===== src/hdl/wfps_pkg.sv =====
// ----------------------------------------------------------------------------
// Wall-following steering: shared package
// Widths, codes, register indexes and item types used by the steering block.
// ----------------------------------------------------------------------------
package wfps_pkg;

	localparam int RAW_W     = 7;
	localparam int CM_W      = 9;
	localparam int DIST_W    = 15;
	localparam int GAIN_W    = 16;
	localparam int ERR_W     = 16;
	localparam int DIFF_W    = 17;
	localparam int INTEG_W   = 18;
	localparam int SPEED_W   = 8;
	localparam int DIV_W     = 20;
	localparam int PART_W    = 20;
	localparam int ACC_W     = 37;
	localparam int CFG_W     = 16;
	localparam int CFG_IDX_W = 3;

	localparam int MAX_RANGE_CM_DEF   = 100;
	localparam int STUCK_LIMIT_Q8_DEF = 512;
	localparam int FRACTION_BITS_DEF  = 8;

	localparam logic [DIST_W-1:0] DIST_MAX = 15'h7FFF;
	localparam int FOLLOW_CAP_CM     = 20;
	localparam int FOLLOW_STEER_LIM  = 40;
	localparam int FOLLOW_SPEED_MIN  = 50;
	localparam int FOLLOW_SPEED_MAX  = 150;
	localparam int INTEG_MAX         = 131071;
	localparam int INTEG_MIN         = -131072;

	localparam logic [CFG_IDX_W-1:0] REG_GAIN_P_TWO  = 3'd0;
	localparam logic [CFG_IDX_W-1:0] REG_GAIN_P_ONE  = 3'd1;
	localparam logic [CFG_IDX_W-1:0] REG_GAIN_D      = 3'd2;
	localparam logic [CFG_IDX_W-1:0] REG_GAIN_I      = 3'd3;
	localparam logic [CFG_IDX_W-1:0] REG_SIDE_LIMIT  = 3'd4;
	localparam logic [CFG_IDX_W-1:0] REG_FRONT_LIMIT = 3'd5;
	localparam logic [CFG_IDX_W-1:0] REG_TARGET_SIDE = 3'd6;
	localparam logic [CFG_IDX_W-1:0] REG_BASE_SPEED  = 3'd7;

	localparam logic [GAIN_W-1:0]  GAIN_P_TWO_RST  = 16'd3200;
	localparam logic [GAIN_W-1:0]  GAIN_P_ONE_RST  = 16'd1408;
	localparam logic [GAIN_W-1:0]  GAIN_D_RST      = 16'd128;
	localparam logic [GAIN_W-1:0]  GAIN_I_RST      = 16'd0;
	localparam logic [DIST_W-1:0]  SIDE_LIMIT_RST  = 15'd3866;
	localparam logic [DIST_W-1:0]  FRONT_LIMIT_RST = 15'd3200;
	localparam logic [DIST_W-1:0]  TARGET_SIDE_RST = 15'd2560;
	localparam logic [SPEED_W-1:0] BASE_SPEED_RST  = 8'd100;

	localparam logic [1:0] ACT_ESCAPE = 2'd0;
	localparam logic [1:0] ACT_TURN   = 2'd1;
	localparam logic [1:0] ACT_CENTER = 2'd2;
	localparam logic [1:0] ACT_FOLLOW = 2'd3;

	localparam logic [2:0] TURN_NONE     = 3'd0;
	localparam logic [2:0] TURN_U        = 3'd1;
	localparam logic [2:0] TURN_RIGHT_90 = 3'd2;
	localparam logic [2:0] TURN_LEFT_90  = 3'd3;
	localparam logic [2:0] TURN_RIGHT_85 = 3'd4;

	localparam logic [1:0] ESC_BACK       = 2'd0;
	localparam logic [1:0] ESC_SPIN_RIGHT = 2'd1;
	localparam logic [1:0] ESC_SPIN_LEFT  = 2'd2;

	typedef struct packed {
		logic [RAW_W-1:0] left_raw_cm;
		logic [RAW_W-1:0] front_raw_cm;
		logic [RAW_W-1:0] right_raw_cm;
	} sonar_item_t;

	typedef struct packed {
		logic [1:0]         action_kind;
		logic [2:0]         turn_kind;
		logic [1:0]         escape_kind;
		logic [SPEED_W-1:0] left_speed;
		logic [SPEED_W-1:0] right_speed;
		logic               left_wall_seen;
		logic               right_wall_seen;
		logic               front_wall_seen;
	} steer_item_t;

	typedef struct packed {
		logic [GAIN_W-1:0]         gp;
		logic [GAIN_W-1:0]         gd;
		logic [GAIN_W-1:0]         gi;
		logic signed [ERR_W-1:0]   e;
		logic signed [DIFF_W-1:0]  d;
		logic signed [INTEG_W-1:0] ig;
	} mac_in_t;

endpackage


===== src/hdl/wall_following_pid_steering.sv =====
// ----------------------------------------------------------------------------
// Wall-following PID steering controller
// Smooths three sonar distances, sets wall flags and picks escape, turn,
// centring or one-wall following, with a serial PID for the steering cases.
// ----------------------------------------------------------------------------
//   Channel  Signals                            Direction  Width
//   sonar    sonar_valid, sonar_ready, sonar    in         21
//   steer    steer_valid, steer_ready, steer    out        26
//   cfg      cfg_we, cfg_index, cfg_data        in         1 + 3 + 16
//
// One item is worked on at a time. An escape or turn item goes from the decision
// state to the finish state. A steering item passes the decision state, the ten digit
// steps of the divide by three, a hand-off, the sixteen gain bits of the multiply-
// accumulate and the speed and item registers. The finish state offers each item.
// The result register lets the next item be accepted while a result waits.
// Reset clears the smoothed distances and the PID state and reloads register defaults.
module wall_following_pid_steering import wfps_pkg::*; #(
	parameter int MAX_RANGE_CM   = MAX_RANGE_CM_DEF,
	parameter int STUCK_LIMIT_Q8 = STUCK_LIMIT_Q8_DEF,
	parameter int FRACTION_BITS  = FRACTION_BITS_DEF
) (
	input  logic                 clk,
	input  logic                 arst_n,
	input  logic                 sonar_valid,
	output logic                 sonar_ready,
	input  sonar_item_t          sonar,
	output logic                 steer_valid,
	input  logic                 steer_ready,
	output steer_item_t          steer,
	input  logic                 cfg_we,
	input  logic [CFG_IDX_W-1:0] cfg_index,
	input  logic [CFG_W-1:0]     cfg_data
);

	localparam logic [2:0] ST_IDLE   = 3'd0;
	localparam logic [2:0] ST_DECIDE = 3'd1;
	localparam logic [2:0] ST_DIV    = 3'd2;
	localparam logic [2:0] ST_MAC    = 3'd3;
	localparam logic [2:0] ST_FINISH = 3'd4;

	localparam int SHIFT_W = CM_W + FRACTION_BITS;
	localparam int CAP_RAW = FOLLOW_CAP_CM << FRACTION_BITS;
	localparam logic [DIST_W-1:0] CAP_Q =
		(CAP_RAW > 32767) ? DIST_MAX : DIST_W'(CAP_RAW);
	localparam logic [DIST_W-1:0] STUCK_Q = DIST_W'(STUCK_LIMIT_Q8);
	localparam logic signed [ACC_W-1:0] STEER_LO = ACC_W'(-FOLLOW_STEER_LIM);
	localparam logic signed [ACC_W-1:0] STEER_HI = ACC_W'(FOLLOW_STEER_LIM);
	localparam logic signed [9:0] FSPEED_LO = 10'(FOLLOW_SPEED_MIN);
	localparam logic signed [9:0] FSPEED_HI = 10'(FOLLOW_SPEED_MAX);
	localparam logic signed [DIV_W:0] INTEG_HI = (DIV_W+1)'(INTEG_MAX);
	localparam logic signed [DIV_W:0] INTEG_LO = (DIV_W+1)'(INTEG_MIN);

	function automatic logic [DIST_W-1:0] to_fixed(input logic [RAW_W-1:0] raw);
		logic [CM_W-1:0]    cm;
		logic [SHIFT_W-1:0] q;
		cm = (raw == '0) ? CM_W'(MAX_RANGE_CM) : {{(CM_W-RAW_W){1'b0}}, raw};
		q  = {{FRACTION_BITS{1'b0}}, cm} << FRACTION_BITS;
		return (q > SHIFT_W'(DIST_MAX)) ? DIST_MAX : q[DIST_W-1:0];
	endfunction

	function automatic logic [DIST_W-1:0] smooth(input logic [DIST_W-1:0] s,
		input logic [DIST_W-1:0] old);
		logic [DIST_W:0] total;
		total = {1'b0, s} + {1'b0, old};
		return total[DIST_W:1];
	endfunction

	logic [2:0] state_q;

	logic [GAIN_W-1:0]  gain_p_two_q;
	logic [GAIN_W-1:0]  gain_p_one_q;
	logic [GAIN_W-1:0]  gain_d_q;
	logic [GAIN_W-1:0]  gain_i_q;
	logic [DIST_W-1:0]  side_limit_q;
	logic [DIST_W-1:0]  front_limit_q;
	logic [DIST_W-1:0]  target_side_q;
	logic [SPEED_W-1:0] base_speed_q;

	logic [DIST_W-1:0]         left_sm_q;
	logic [DIST_W-1:0]         right_sm_q;
	logic [DIST_W-1:0]         front_sm_q;
	logic signed [ERR_W-1:0]   prev_err_q;
	logic signed [INTEG_W-1:0] integ_q;

	logic signed [ERR_W-1:0]   e_q;
	logic signed [DIFF_W-1:0]  d_q;
	logic signed [INTEG_W-1:0] integ_new_q;
	logic                      center_q;
	logic                      neg_q;
	steer_item_t               res_q;
	steer_item_t               steer_q;
	logic                      steer_valid_q;

	logic                      lw;
	logic                      rw;
	logic                      fw;
	logic                      stuck_l;
	logic                      stuck_r;
	logic                      stuck_f;
	logic                      pid_go;
	logic [DIST_W-1:0]         safe_r;
	logic signed [ERR_W-1:0]   e_new;
	logic signed [DIV_W-1:0]   twice_i;
	logic [DIV_W-1:0]          div_arg;
	logic                      div_start;
	logic                      div_done;
	logic [DIV_W-1:0]          div_q;
	logic signed [DIV_W-1:0]   floor_q;
	logic signed [DIV_W:0]     integ_sum;
	logic signed [INTEG_W-1:0] integ_sat;
	logic                      mac_start;
	logic                      mac_done;
	logic signed [ACC_W-1:0]   mac_sum;
	mac_in_t                   mac_ops;
	logic signed [ACC_W-1:0]   steer_val;
	logic signed [ACC_W:0]     base_ext;
	logic signed [ACC_W:0]     steer_ext;
	logic signed [ACC_W:0]     c_right;
	logic signed [ACC_W:0]     c_left;
	logic [SPEED_W-1:0]        c_right_spd;
	logic [SPEED_W-1:0]        c_left_spd;
	logic signed [ACC_W-1:0]   f_steer_wide;
	logic signed [9:0]         f_steer;
	logic signed [9:0]         f_right;
	logic signed [9:0]         f_left;
	logic [SPEED_W-1:0]        f_right_spd;
	logic [SPEED_W-1:0]        f_left_spd;
	logic                      out_free;

	always_comb begin
		lw      = left_sm_q < side_limit_q;
		rw      = right_sm_q < side_limit_q;
		fw      = front_sm_q < front_limit_q;
		stuck_l = left_sm_q < STUCK_Q;
		stuck_r = right_sm_q < STUCK_Q;
		stuck_f = front_sm_q < STUCK_Q;
		pid_go  = !(stuck_l || stuck_r || stuck_f) && !fw;
		safe_r  = (right_sm_q < CAP_Q) ? right_sm_q : CAP_Q;
		if (lw && rw) begin
			e_new = $signed({1'b0, left_sm_q}) - $signed({1'b0, right_sm_q});
		end else begin
			e_new = $signed({1'b0, target_side_q}) - $signed({1'b0, safe_r});
		end
		twice_i   = {integ_q[INTEG_W-1], integ_q, 1'b0};
		div_arg   = twice_i[DIV_W-1] ? DIV_W'(-twice_i) + DIV_W'(2) : twice_i;
		div_start = (state_q == ST_DECIDE) && pid_go;
	end

	wfps_div3 u_div3 (
		.clk      (clk),
		.arst_n   (arst_n),
		.start    (div_start),
		.dividend (div_arg),
		.done     (div_done),
		.quotient (div_q)
	);

	always_comb begin
		floor_q   = neg_q ? -$signed(div_q) : $signed(div_q);
		integ_sum = {floor_q[DIV_W-1], floor_q} +
			{{(DIV_W+1-ERR_W){e_q[ERR_W-1]}}, e_q};
		if (integ_sum > INTEG_HI) begin
			integ_sat = INTEG_W'(INTEG_MAX);
		end else if (integ_sum < INTEG_LO) begin
			integ_sat = INTEG_W'(INTEG_MIN);
		end else begin
			integ_sat = integ_sum[INTEG_W-1:0];
		end
		mac_start  = (state_q == ST_DIV) && div_done;
		mac_ops.gp = center_q ? gain_p_two_q : gain_p_one_q;
		mac_ops.gd = gain_d_q;
		mac_ops.gi = gain_i_q;
		mac_ops.e  = e_q;
		mac_ops.d  = d_q;
		mac_ops.ig = integ_sat;
	end

	wfps_mac u_mac (
		.clk    (clk),
		.arst_n (arst_n),
		.start  (mac_start),
		.ops    (mac_ops),
		.done   (mac_done),
		.sum    (mac_sum)
	);

	always_comb begin
		steer_val = mac_sum >>> (2 * FRACTION_BITS);
		base_ext  = {{(ACC_W+1-SPEED_W){1'b0}}, base_speed_q};
		steer_ext = {steer_val[ACC_W-1], steer_val};
		c_right   = base_ext + steer_ext;
		c_left    = base_ext - steer_ext;
		if (c_right[ACC_W]) begin
			c_right_spd = '0;
		end else if (|c_right[ACC_W-1:SPEED_W]) begin
			c_right_spd = '1;
		end else begin
			c_right_spd = c_right[SPEED_W-1:0];
		end
		if (c_left[ACC_W]) begin
			c_left_spd = '0;
		end else if (|c_left[ACC_W-1:SPEED_W]) begin
			c_left_spd = '1;
		end else begin
			c_left_spd = c_left[SPEED_W-1:0];
		end
		if (steer_val < STEER_LO) begin
			f_steer_wide = STEER_LO;
		end else if (steer_val > STEER_HI) begin
			f_steer_wide = STEER_HI;
		end else begin
			f_steer_wide = steer_val;
		end
		f_steer = f_steer_wide[9:0];
		f_right = $signed({2'b00, base_speed_q}) + f_steer;
		f_left  = $signed({2'b00, base_speed_q}) - f_steer;
		if (f_right < FSPEED_LO) begin
			f_right_spd = SPEED_W'(FOLLOW_SPEED_MIN);
		end else if (f_right > FSPEED_HI) begin
			f_right_spd = SPEED_W'(FOLLOW_SPEED_MAX);
		end else begin
			f_right_spd = f_right[SPEED_W-1:0];
		end
		if (f_left < FSPEED_LO) begin
			f_left_spd = SPEED_W'(FOLLOW_SPEED_MIN);
		end else if (f_left > FSPEED_HI) begin
			f_left_spd = SPEED_W'(FOLLOW_SPEED_MAX);
		end else begin
			f_left_spd = f_left[SPEED_W-1:0];
		end
		out_free = !steer_valid_q || steer_ready;
	end

	always_ff @(posedge clk or negedge arst_n) begin
		if (!arst_n) begin
			gain_p_two_q  <= GAIN_P_TWO_RST;
			gain_p_one_q  <= GAIN_P_ONE_RST;
			gain_d_q      <= GAIN_D_RST;
			gain_i_q      <= GAIN_I_RST;
			side_limit_q  <= SIDE_LIMIT_RST;
			front_limit_q <= FRONT_LIMIT_RST;
			target_side_q <= TARGET_SIDE_RST;
			base_speed_q  <= BASE_SPEED_RST;
		end else if (cfg_we) begin
			case (cfg_index)
				REG_GAIN_P_TWO:  gain_p_two_q  <= cfg_data;
				REG_GAIN_P_ONE:  gain_p_one_q  <= cfg_data;
				REG_GAIN_D:      gain_d_q      <= cfg_data;
				REG_GAIN_I:      gain_i_q      <= cfg_data;
				REG_SIDE_LIMIT:  side_limit_q  <= cfg_data[DIST_W-1:0];
				REG_FRONT_LIMIT: front_limit_q <= cfg_data[DIST_W-1:0];
				REG_TARGET_SIDE: target_side_q <= cfg_data[DIST_W-1:0];
				default:         base_speed_q  <= cfg_data[SPEED_W-1:0];
			endcase
		end
	end

	always_ff @(posedge clk or negedge arst_n) begin
		if (!arst_n) begin
			state_q       <= ST_IDLE;
			left_sm_q     <= '0;
			right_sm_q    <= '0;
			front_sm_q    <= '0;
			prev_err_q    <= '0;
			integ_q       <= '0;
			steer_valid_q <= 1'b0;
		end else begin
			if ((state_q == ST_FINISH) && out_free) begin
				steer_valid_q <= 1'b1;
			end else if (steer_valid_q && steer_ready) begin
				steer_valid_q <= 1'b0;
			end
			case (state_q)
				ST_IDLE: begin
					if (sonar_valid) begin
						left_sm_q  <= smooth(to_fixed(sonar.left_raw_cm), left_sm_q);
						front_sm_q <= smooth(to_fixed(sonar.front_raw_cm), front_sm_q);
						right_sm_q <= smooth(to_fixed(sonar.right_raw_cm), right_sm_q);
						state_q    <= ST_DECIDE;
					end
				end
				ST_DECIDE: begin
					if (pid_go) begin
						state_q <= ST_DIV;
					end else begin
						prev_err_q <= '0;
						integ_q    <= '0;
						state_q    <= ST_FINISH;
					end
				end
				ST_DIV: begin
					if (div_done) begin
						state_q <= ST_MAC;
					end
				end
				ST_MAC: begin
					if (mac_done) begin
						if (center_q || res_q.right_wall_seen) begin
							prev_err_q <= e_q;
							integ_q    <= integ_new_q;
						end else begin
							prev_err_q <= '0;
							integ_q    <= '0;
						end
						state_q <= ST_FINISH;
					end
				end
				ST_FINISH: begin
					if (out_free) begin
						state_q <= ST_IDLE;
					end
				end
				default: begin
					state_q <= ST_IDLE;
				end
			endcase
		end
	end

	always_ff @(posedge clk) begin
		case (state_q)
			ST_DECIDE: begin
				res_q.left_wall_seen  <= lw;
				res_q.right_wall_seen <= rw;
				res_q.front_wall_seen <= fw;
				res_q.left_speed      <= '0;
				res_q.right_speed     <= '0;
				center_q              <= lw && rw;
				e_q                   <= e_new;
				d_q                   <= {e_new[ERR_W-1], e_new} -
					{prev_err_q[ERR_W-1], prev_err_q};
				neg_q                 <= twice_i[DIV_W-1];
				if (stuck_l || stuck_r || stuck_f) begin
					res_q.action_kind <= ACT_ESCAPE;
					res_q.turn_kind   <= TURN_NONE;
					if (stuck_l && !stuck_r) begin
						res_q.escape_kind <= ESC_SPIN_RIGHT;
					end else if (stuck_r && !stuck_l) begin
						res_q.escape_kind <= ESC_SPIN_LEFT;
					end else begin
						res_q.escape_kind <= ESC_BACK;
					end
				end else if (fw) begin
					res_q.action_kind <= ACT_TURN;
					res_q.escape_kind <= ESC_BACK;
					if (lw && rw) begin
						res_q.turn_kind <= TURN_U;
					end else if (lw) begin
						res_q.turn_kind <= TURN_RIGHT_90;
					end else if (rw) begin
						res_q.turn_kind <= TURN_LEFT_90;
					end else begin
						res_q.turn_kind <= TURN_RIGHT_85;
					end
				end else if (lw && rw) begin
					res_q.action_kind <= ACT_CENTER;
					res_q.turn_kind   <= TURN_NONE;
					res_q.escape_kind <= ESC_BACK;
				end else begin
					res_q.action_kind <= ACT_FOLLOW;
					res_q.turn_kind   <= TURN_NONE;
					res_q.escape_kind <= ESC_BACK;
				end
			end
			ST_DIV: begin
				if (div_done) begin
					integ_new_q <= integ_sat;
				end
			end
			ST_MAC: begin
				if (mac_done) begin
					if (center_q) begin
						res_q.left_speed  <= c_left_spd;
						res_q.right_speed <= c_right_spd;
					end else begin
						res_q.left_speed  <= f_left_spd;
						res_q.right_speed <= f_right_spd;
					end
				end
			end
			ST_FINISH: begin
				if (out_free) begin
					steer_q <= res_q;
				end
			end
			default: begin
			end
		endcase
	end

	assign sonar_ready = (state_q == ST_IDLE);
	assign steer_valid = steer_valid_q;
	assign steer       = steer_q;

	a_one_item: assert property (@(posedge clk) disable iff (!arst_n)
		sonar_valid && sonar_ready |=> !sonar_ready)
		else $error("second item accepted while one is in flight");

	a_mac_in_state: assert property (@(posedge clk) disable iff (!arst_n)
		mac_done |-> state_q == ST_MAC)
		else $error("multiply-accumulate finished outside its state");

	a_div_in_state: assert property (@(posedge clk) disable iff (!arst_n)
		div_done |-> state_q == ST_DIV)
		else $error("divider finished outside its state");

	a_no_drive: assert property (@(posedge clk) disable iff (!arst_n)
		steer_valid && (steer.action_kind == ACT_ESCAPE || steer.action_kind == ACT_TURN)
		|-> steer.left_speed == '0 && steer.right_speed == '0)
		else $error("motor duty given for an escape or turn item");

	a_follow_range: assert property (@(posedge clk) disable iff (!arst_n)
		steer_valid && steer.action_kind == ACT_FOLLOW
		|-> steer.left_speed >= SPEED_W'(FOLLOW_SPEED_MIN)
			&& steer.left_speed <= SPEED_W'(FOLLOW_SPEED_MAX)
			&& steer.right_speed >= SPEED_W'(FOLLOW_SPEED_MIN)
			&& steer.right_speed <= SPEED_W'(FOLLOW_SPEED_MAX))
		else $error("follow duty outside its clamp");

endmodule


===== src/hdl/wfps_div3.sv =====
// ----------------------------------------------------------------------------
// Wall-following steering: serial divide by three
// Radix-4 restoring division of an unsigned word by three, two bits a cycle.
// ----------------------------------------------------------------------------
module wfps_div3 import wfps_pkg::*; (
	input  logic             clk,
	input  logic             arst_n,
	input  logic             start,
	input  logic [DIV_W-1:0] dividend,
	output logic             done,
	output logic [DIV_W-1:0] quotient
);

	localparam int STEPS = DIV_W / 2;
	localparam int CNT_W = $clog2(STEPS + 1);

	logic             busy_q;
	logic             done_q;
	logic [CNT_W-1:0] cnt_q;
	logic [DIV_W-1:0] num_q;
	logic [DIV_W-1:0] quo_q;
	logic [1:0]       rem_q;
	logic [3:0]       trial;
	logic [1:0]       digit;
	logic [3:0]       rem_full;

	always_comb begin
		trial = {rem_q, num_q[DIV_W-1 -: 2]};
		if (trial >= 4'd9) begin
			digit = 2'd3;
		end else if (trial >= 4'd6) begin
			digit = 2'd2;
		end else if (trial >= 4'd3) begin
			digit = 2'd1;
		end else begin
			digit = 2'd0;
		end
		rem_full = trial - 4'(3 * digit);
	end

	always_ff @(posedge clk or negedge arst_n) begin
		if (!arst_n) begin
			busy_q <= 1'b0;
			done_q <= 1'b0;
			cnt_q  <= '0;
		end else begin
			done_q <= 1'b0;
			if (start) begin
				busy_q <= 1'b1;
				cnt_q  <= CNT_W'(STEPS);
			end else if (busy_q) begin
				cnt_q <= cnt_q - 1'b1;
				if (cnt_q == CNT_W'(1)) begin
					busy_q <= 1'b0;
					done_q <= 1'b1;
				end
			end
		end
	end

	always_ff @(posedge clk) begin
		if (start) begin
			num_q <= dividend;
			rem_q <= 2'd0;
		end else if (busy_q) begin
			num_q <= {num_q[DIV_W-3:0], 2'b00};
			quo_q <= {quo_q[DIV_W-3:0], digit};
			rem_q <= rem_full[1:0];
		end
	end

	assign done     = done_q;
	assign quotient = quo_q;

endmodule


===== src/hdl/wfps_mac.sv =====
// ----------------------------------------------------------------------------
// Wall-following steering: serial multiply-accumulate
// Forms Gp*e + Gd*d + Gi*i by walking the three gains one bit a cycle, MSB first.
// ----------------------------------------------------------------------------
module wfps_mac import wfps_pkg::*; (
	input  logic                    clk,
	input  logic                    arst_n,
	input  logic                    start,
	input  mac_in_t                 ops,
	output logic                    done,
	output logic signed [ACC_W-1:0] sum
);

	localparam int CNT_W = $clog2(GAIN_W + 1);

	logic                      busy_q;
	logic                      done_q;
	logic [CNT_W-1:0]          cnt_q;
	logic [GAIN_W-1:0]         gp_q;
	logic [GAIN_W-1:0]         gd_q;
	logic [GAIN_W-1:0]         gi_q;
	logic signed [ERR_W-1:0]   e_q;
	logic signed [DIFF_W-1:0]  d_q;
	logic signed [INTEG_W-1:0] ig_q;
	logic signed [ACC_W-1:0]   acc_q;
	logic signed [PART_W-1:0]  part_e;
	logic signed [PART_W-1:0]  part_d;
	logic signed [PART_W-1:0]  part_i;
	logic signed [PART_W-1:0]  partial;

	always_comb begin
		part_e  = gp_q[GAIN_W-1] ? {{(PART_W-ERR_W){e_q[ERR_W-1]}}, e_q} : '0;
		part_d  = gd_q[GAIN_W-1] ? {{(PART_W-DIFF_W){d_q[DIFF_W-1]}}, d_q} : '0;
		part_i  = gi_q[GAIN_W-1] ? {{(PART_W-INTEG_W){ig_q[INTEG_W-1]}}, ig_q} : '0;
		partial = part_e + part_d + part_i;
	end

	always_ff @(posedge clk or negedge arst_n) begin
		if (!arst_n) begin
			busy_q <= 1'b0;
			done_q <= 1'b0;
			cnt_q  <= '0;
		end else begin
			done_q <= 1'b0;
			if (start) begin
				busy_q <= 1'b1;
				cnt_q  <= CNT_W'(GAIN_W);
			end else if (busy_q) begin
				cnt_q <= cnt_q - 1'b1;
				if (cnt_q == CNT_W'(1)) begin
					busy_q <= 1'b0;
					done_q <= 1'b1;
				end
			end
		end
	end

	always_ff @(posedge clk) begin
		if (start) begin
			gp_q  <= ops.gp;
			gd_q  <= ops.gd;
			gi_q  <= ops.gi;
			e_q   <= ops.e;
			d_q   <= ops.d;
			ig_q  <= ops.ig;
			acc_q <= '0;
		end else if (busy_q) begin
			gp_q  <= {gp_q[GAIN_W-2:0], 1'b0};
			gd_q  <= {gd_q[GAIN_W-2:0], 1'b0};
			gi_q  <= {gi_q[GAIN_W-2:0], 1'b0};
			acc_q <= (acc_q <<< 1) + {{(ACC_W-PART_W){partial[PART_W-1]}}, partial};
		end
	end

	assign done = done_q;
	assign sum  = acc_q;

endmodule


===== config.mk =====
export PLATFORM = sky130hd
export DESIGN_NAME = wall_following_pid_steering
export DESIGN_NICKNAME = d
export VERILOG_FILES = /design/src/hdl/wfps_pkg.sv /design/src/hdl/wall_following_pid_steering.sv /design/src/hdl/wfps_div3.sv /design/src/hdl/wfps_mac.sv
export SDC_FILE = /design/constraint.sdc
export NUM_CORES = 1
export LEC_CHECK = 0
export BUFFER_PORTS_ARGS = -buffer_cell sky130_fd_sc_hd__buf_2
export CORE_ASPECT_RATIO = 1.75
export CORE_MARGIN = 1.5
export CORE_UTILIZATION = 56
export DETAILED_ROUTE_END_ITERATION = 10
export PLACE_DENSITY = 0.84
export REMOVE_ABC_BUFFERS = 1
export SLEW_MARGIN = 20
export SYNTH_ARGS = -nofsm -noshare
export SYNTH_HDL_FRONTEND = slang
export SYNTH_SLANG_ARGS = --single-unit
export TNS_END_PERCENT = 50

===== constraint.sdc =====
create_clock -name clk -period 8.2 [get_ports clk]
set_clock_uncertainty 0.2 [all_clocks]
set_input_delay 1.23 -clock clk [delete_from_list [all_inputs] [get_ports clk]]
set_output_delay 1.23 -clock clk [all_outputs]
set_load 0.01 [all_outputs]

==> metrics.txt <==
starting density of the core 56.99%; average footprint of a synthesized cell 10.52 um2; main combinational cell family by area after synthesis compound AO/OA/AOI/OAI gates; main flop type after synthesis edfxtp_1; simple logic cell fraction of the synthesized area 11.51%; placed inst area 29380 um2; Post-synth ARST share 44.65%; netlist area before placement 28340 um2; number of flops mapped to enable cells by yosys between 200 and 250; placer congestion estimate between 0.9 and 1; Worst-Margin Slew between 1 and 1.5 ns; hold buffers post-CTS 0; Period minus WS final 6.686 ns; share of synthesized cell area in full adder, half adder and majority cells 12.08%; source-to-sink clock delay at the later pin of the worst-skew pair 0.61 ns; total detailed-routing wirelength 66780 um; Hold Crit Start res_q[4]; area of the die 52020 um2; IO buf count 72; logic gate share of total power 54.8%; worst reg2reg path startpoint u_mac.gi_q[15]; PostCTS Resize Cnt 0; via count a little over 20000; count of mapped cells out of synthesis ~2700; worst rel slew slack 28.00%; leading cell types in the layout, fill and taps excluded nand2_1, edfxtp_1, ha_1; area fraction in compound gates after synthesis 13.71%; endpoint of the most critical register-to-register path u_mac.sum[36]; total iterations of the first detailed-routing run 6; worst-path fanout max 18; Max Clk Rate 149.6 MHz; most common library cell in the layout ignoring fill and taps nand2_1; Sequential Power Share between 30% and 40%; wire length per cell just under 20 um; number of antenna violations at the first check in global routing 0; fin nets just over 3000; count of filler cells inserted in the layout between 3000 and 4000; data required time at the worst endpoint roughly 8.5 ns; pins over their slew limit 0; clock slew at reported path FFs 0.07 ns; maximum number of pins on one net before global-route repair between 80 and 90; result of the run finished, final reports clean; final clock period utilization by the worst path about four fifths; Sw Pwr 0.006174 W; Final setup viols 0; die width 173.1 um; DRC viols 0; global-route usage over all layers 25.93%; area taken by multi-input logic gates about 14000 um2; total clock buffers created by CTS 45; sequential-to-total area share from yosys stat 45.50%; Worst VDD drop 0.0003017 V; leakage power summed over all cells 13.37 nW; class of the tightest hold or removal check register to register; DPL Wire Length between 40000 and 50000 um; fraction of layout cells with a size suffix above 1 a little over an eighth; via count of the first global-routing pass between 20000 and 25000; xor/xnor cell area share of the yosys netlist 5.656%; count of cells along the worst register-to-register path 23; wire length of the first global-routing pass between 100000 and 150000 um; hold depth 0; clock root cell clkbuf_16; number of inserted diodes 0; portion of netlist area occupied by mux cells 7.749%; library cells used by synthesis 84; number of placed I/O pins 73; total gr overflow 0; capturing element type of the critical path register; Core Region about 50000 um2; number of levels the H-tree was split into 2; Vert. Die Dim 300.6 um; count of state elements after synthesis 477; total non-filler cell area in the finished layout around 31000 um2; Register Area approximately 13000 um2; power share of the clock group 14.7%; clock tree buffer depth 3; placement row count 108; unrepaired setup endpoints after global routing no; Post-Route Setup TNS 0 ns; area growth from synthesis to layout 8.941%; internal power contribution around 0.008 W; endpoint of the worst hold path steer[4]; total power divided by cell area 459.8 nW/um2; Sink Count about 480; count of endpoints failing hold in the final timing report 0; clock tree from TritonCTS yes; switching share of power a little over two fifths; max-cap violation count 0; data arrival time of the critical path around 6.9 ns; detail-routed via count per cell 5.969; post-CTS setup repair buffer count 0; number of violations reported at the end of detailed-routing iteration 0 1356; flop2flop setup slack around 1.5 ns; Post-DRT Antenna Nets 0; category of the most critical setup path register to register; kind of start point of the critical path register; number of synthesis warnings 0
[logic make-up (layout without fill, tap and decap cells)]
| logic type | Yosys count | after routing |
|---|---|---|
| xor gates and xnor gates | 183 | 183 |
| other | 1 | 2 |
| DFF | 477 | 477 |
| buffers and inverters | 281 | 366 |
| muxes | 202 | 202 |
| AOI/OAI and AO/OA | 598 | 598 |
| and+or+nand+nor | 698 | 698 |
| adders and majority gates | 255 | 255 |
[layer usage]
metal / part of all wire [%] / vias up / global-route usage (%)
li1: - / 9692 / -
met1: 37 / 10030 / 27.23
met2: 53 / 599 / 49.29
met3: 3.8 / 221 / 2.513
met4: 6.2 / 0 / 16.50
met5: 0 / - / 0
[how the worst max path moves through the flow]
stage	endpoint	slack (ns)	start
after global routing	u_mac.sum[36]	1.01	u_mac.gi_q[15]
after floorplan	u_mac.gd_q[0]	2.16	state_q[0]
final	u_mac.sum[36]	1.51	u_mac.gi_q[15]
after global placement	u_mac.sum[36]	1.67	u_mac.gi_q[15]
after CTS	u_mac.sum[36]	1.58	u_mac.gi_q[15]
after detailed placement	u_mac.sum[36]	1.57	u_mac.gi_q[15]
[flip-flops by register name, indices dropped and copies added (netlist names), 17 cells and up]
name / count
integ_q: 18
integ_new_q: 18
u_div3.quotient: 20
u_mac.d_q: 17
d_q: 17
res_q: 26
steer: 26
u_div3.num_q: 19
u_mac.sum: 37
[cell type report]
cell class | instances | area share, %
Clock buffer | 58 | 4.004
Clock inverter | 26 | 0.7336
Inverter | 190 | 2.318
Multi-Input combinational cell | 1938 | 46.73
Sequential cell | 477 | 41.78
Tap cell | 660 | 2.675
Timing Repair Buffer | 92 | 1.759
[Yosys cell counts (all sizes together), types with 23 or more instances]
master / count / area share [%]
a21oi: 135 / 2.4
xor2: 55 / 1.7
o21ai: 175 / 3.2
ha: 224 / 9.9
o21bai: 23 / 0.61
clkbuf: 83 / 1.1
nor2: 139 / 1.8
inv: 190 / 2.5
nor3: 40 / 0.72
a22o: 35 / 1.1
nand2b: 43 / 0.95
nand2: 307 / 4.1
dfxtp: 39 / 2.8
edfxtp: 225 / 24
mux2: 139 / 5.5
dfrtp: 191 / 17
xnor2: 128 / 4.0
nor2b: 26 / 0.57
mux2i: 63 / 2.2
fa: 31 / 2.2
a21o: 67 / 1.8
[power by group through the flow]
stage	Sequential (W)	Clock [W]	Combinational, W
after global placement	0.00432	0	0.00718
after floorplan	0.00408	0	0.00591
final	0.00433	0.00209	0.00778
after detailed placement	0.00435	0	0.00758
after global routing	0.00440	0.00221	0.00858
after CTS	0.00432	0.00212	0.00770
[per-stage QoR]
stage | power (W) | hold slack (ns) | instances | utilization [%] | setup WS, ns
final | 0.01420 | 0.2155 | 3441 | 62.08 | 1.514
after global routing | 0.01519 | 0.2188 | 3441 | 62.08 | 1.010
after CTS | 0.01414 | 0.2084 | 3440 | 62.01 | 1.583
after detailed placement | 0.01193 | 0.2045 | 3356 | 59.07 | 1.572
after global placement | 0.01150 | 0.2034 | 3356 | 59.06 | 1.669
after floorplan | 0.009983 | 0.2003 | 2605 | - | 2.162
[worst max-delay path, cell delays in order, from the launching register on]
cell and delay (ns):
edfxtp_1 0.68, nand2_1 0.17, fa_1 0.57, inv_1 0.05, ha_1 0.21, fa_1 0.43
a211oi_1 0.24, nor2_1 0.11, o41a_1 0.39, a221oi_1 0.39, a21oi_1 0.14, o21ai_0 0.17
a31o_2 0.47, ha_1 0.38, a21oi_1 0.22, o21ai_0 0.12, a211oi_1 0.33, o21a_1 0.18
o211ai_1 0.11, a221oi_1 0.37, o31ai_1 0.17, a31oi_1 0.23, xnor2_1 0.14, a21oi_1 0.08
(Power assumes the default switching activity.)
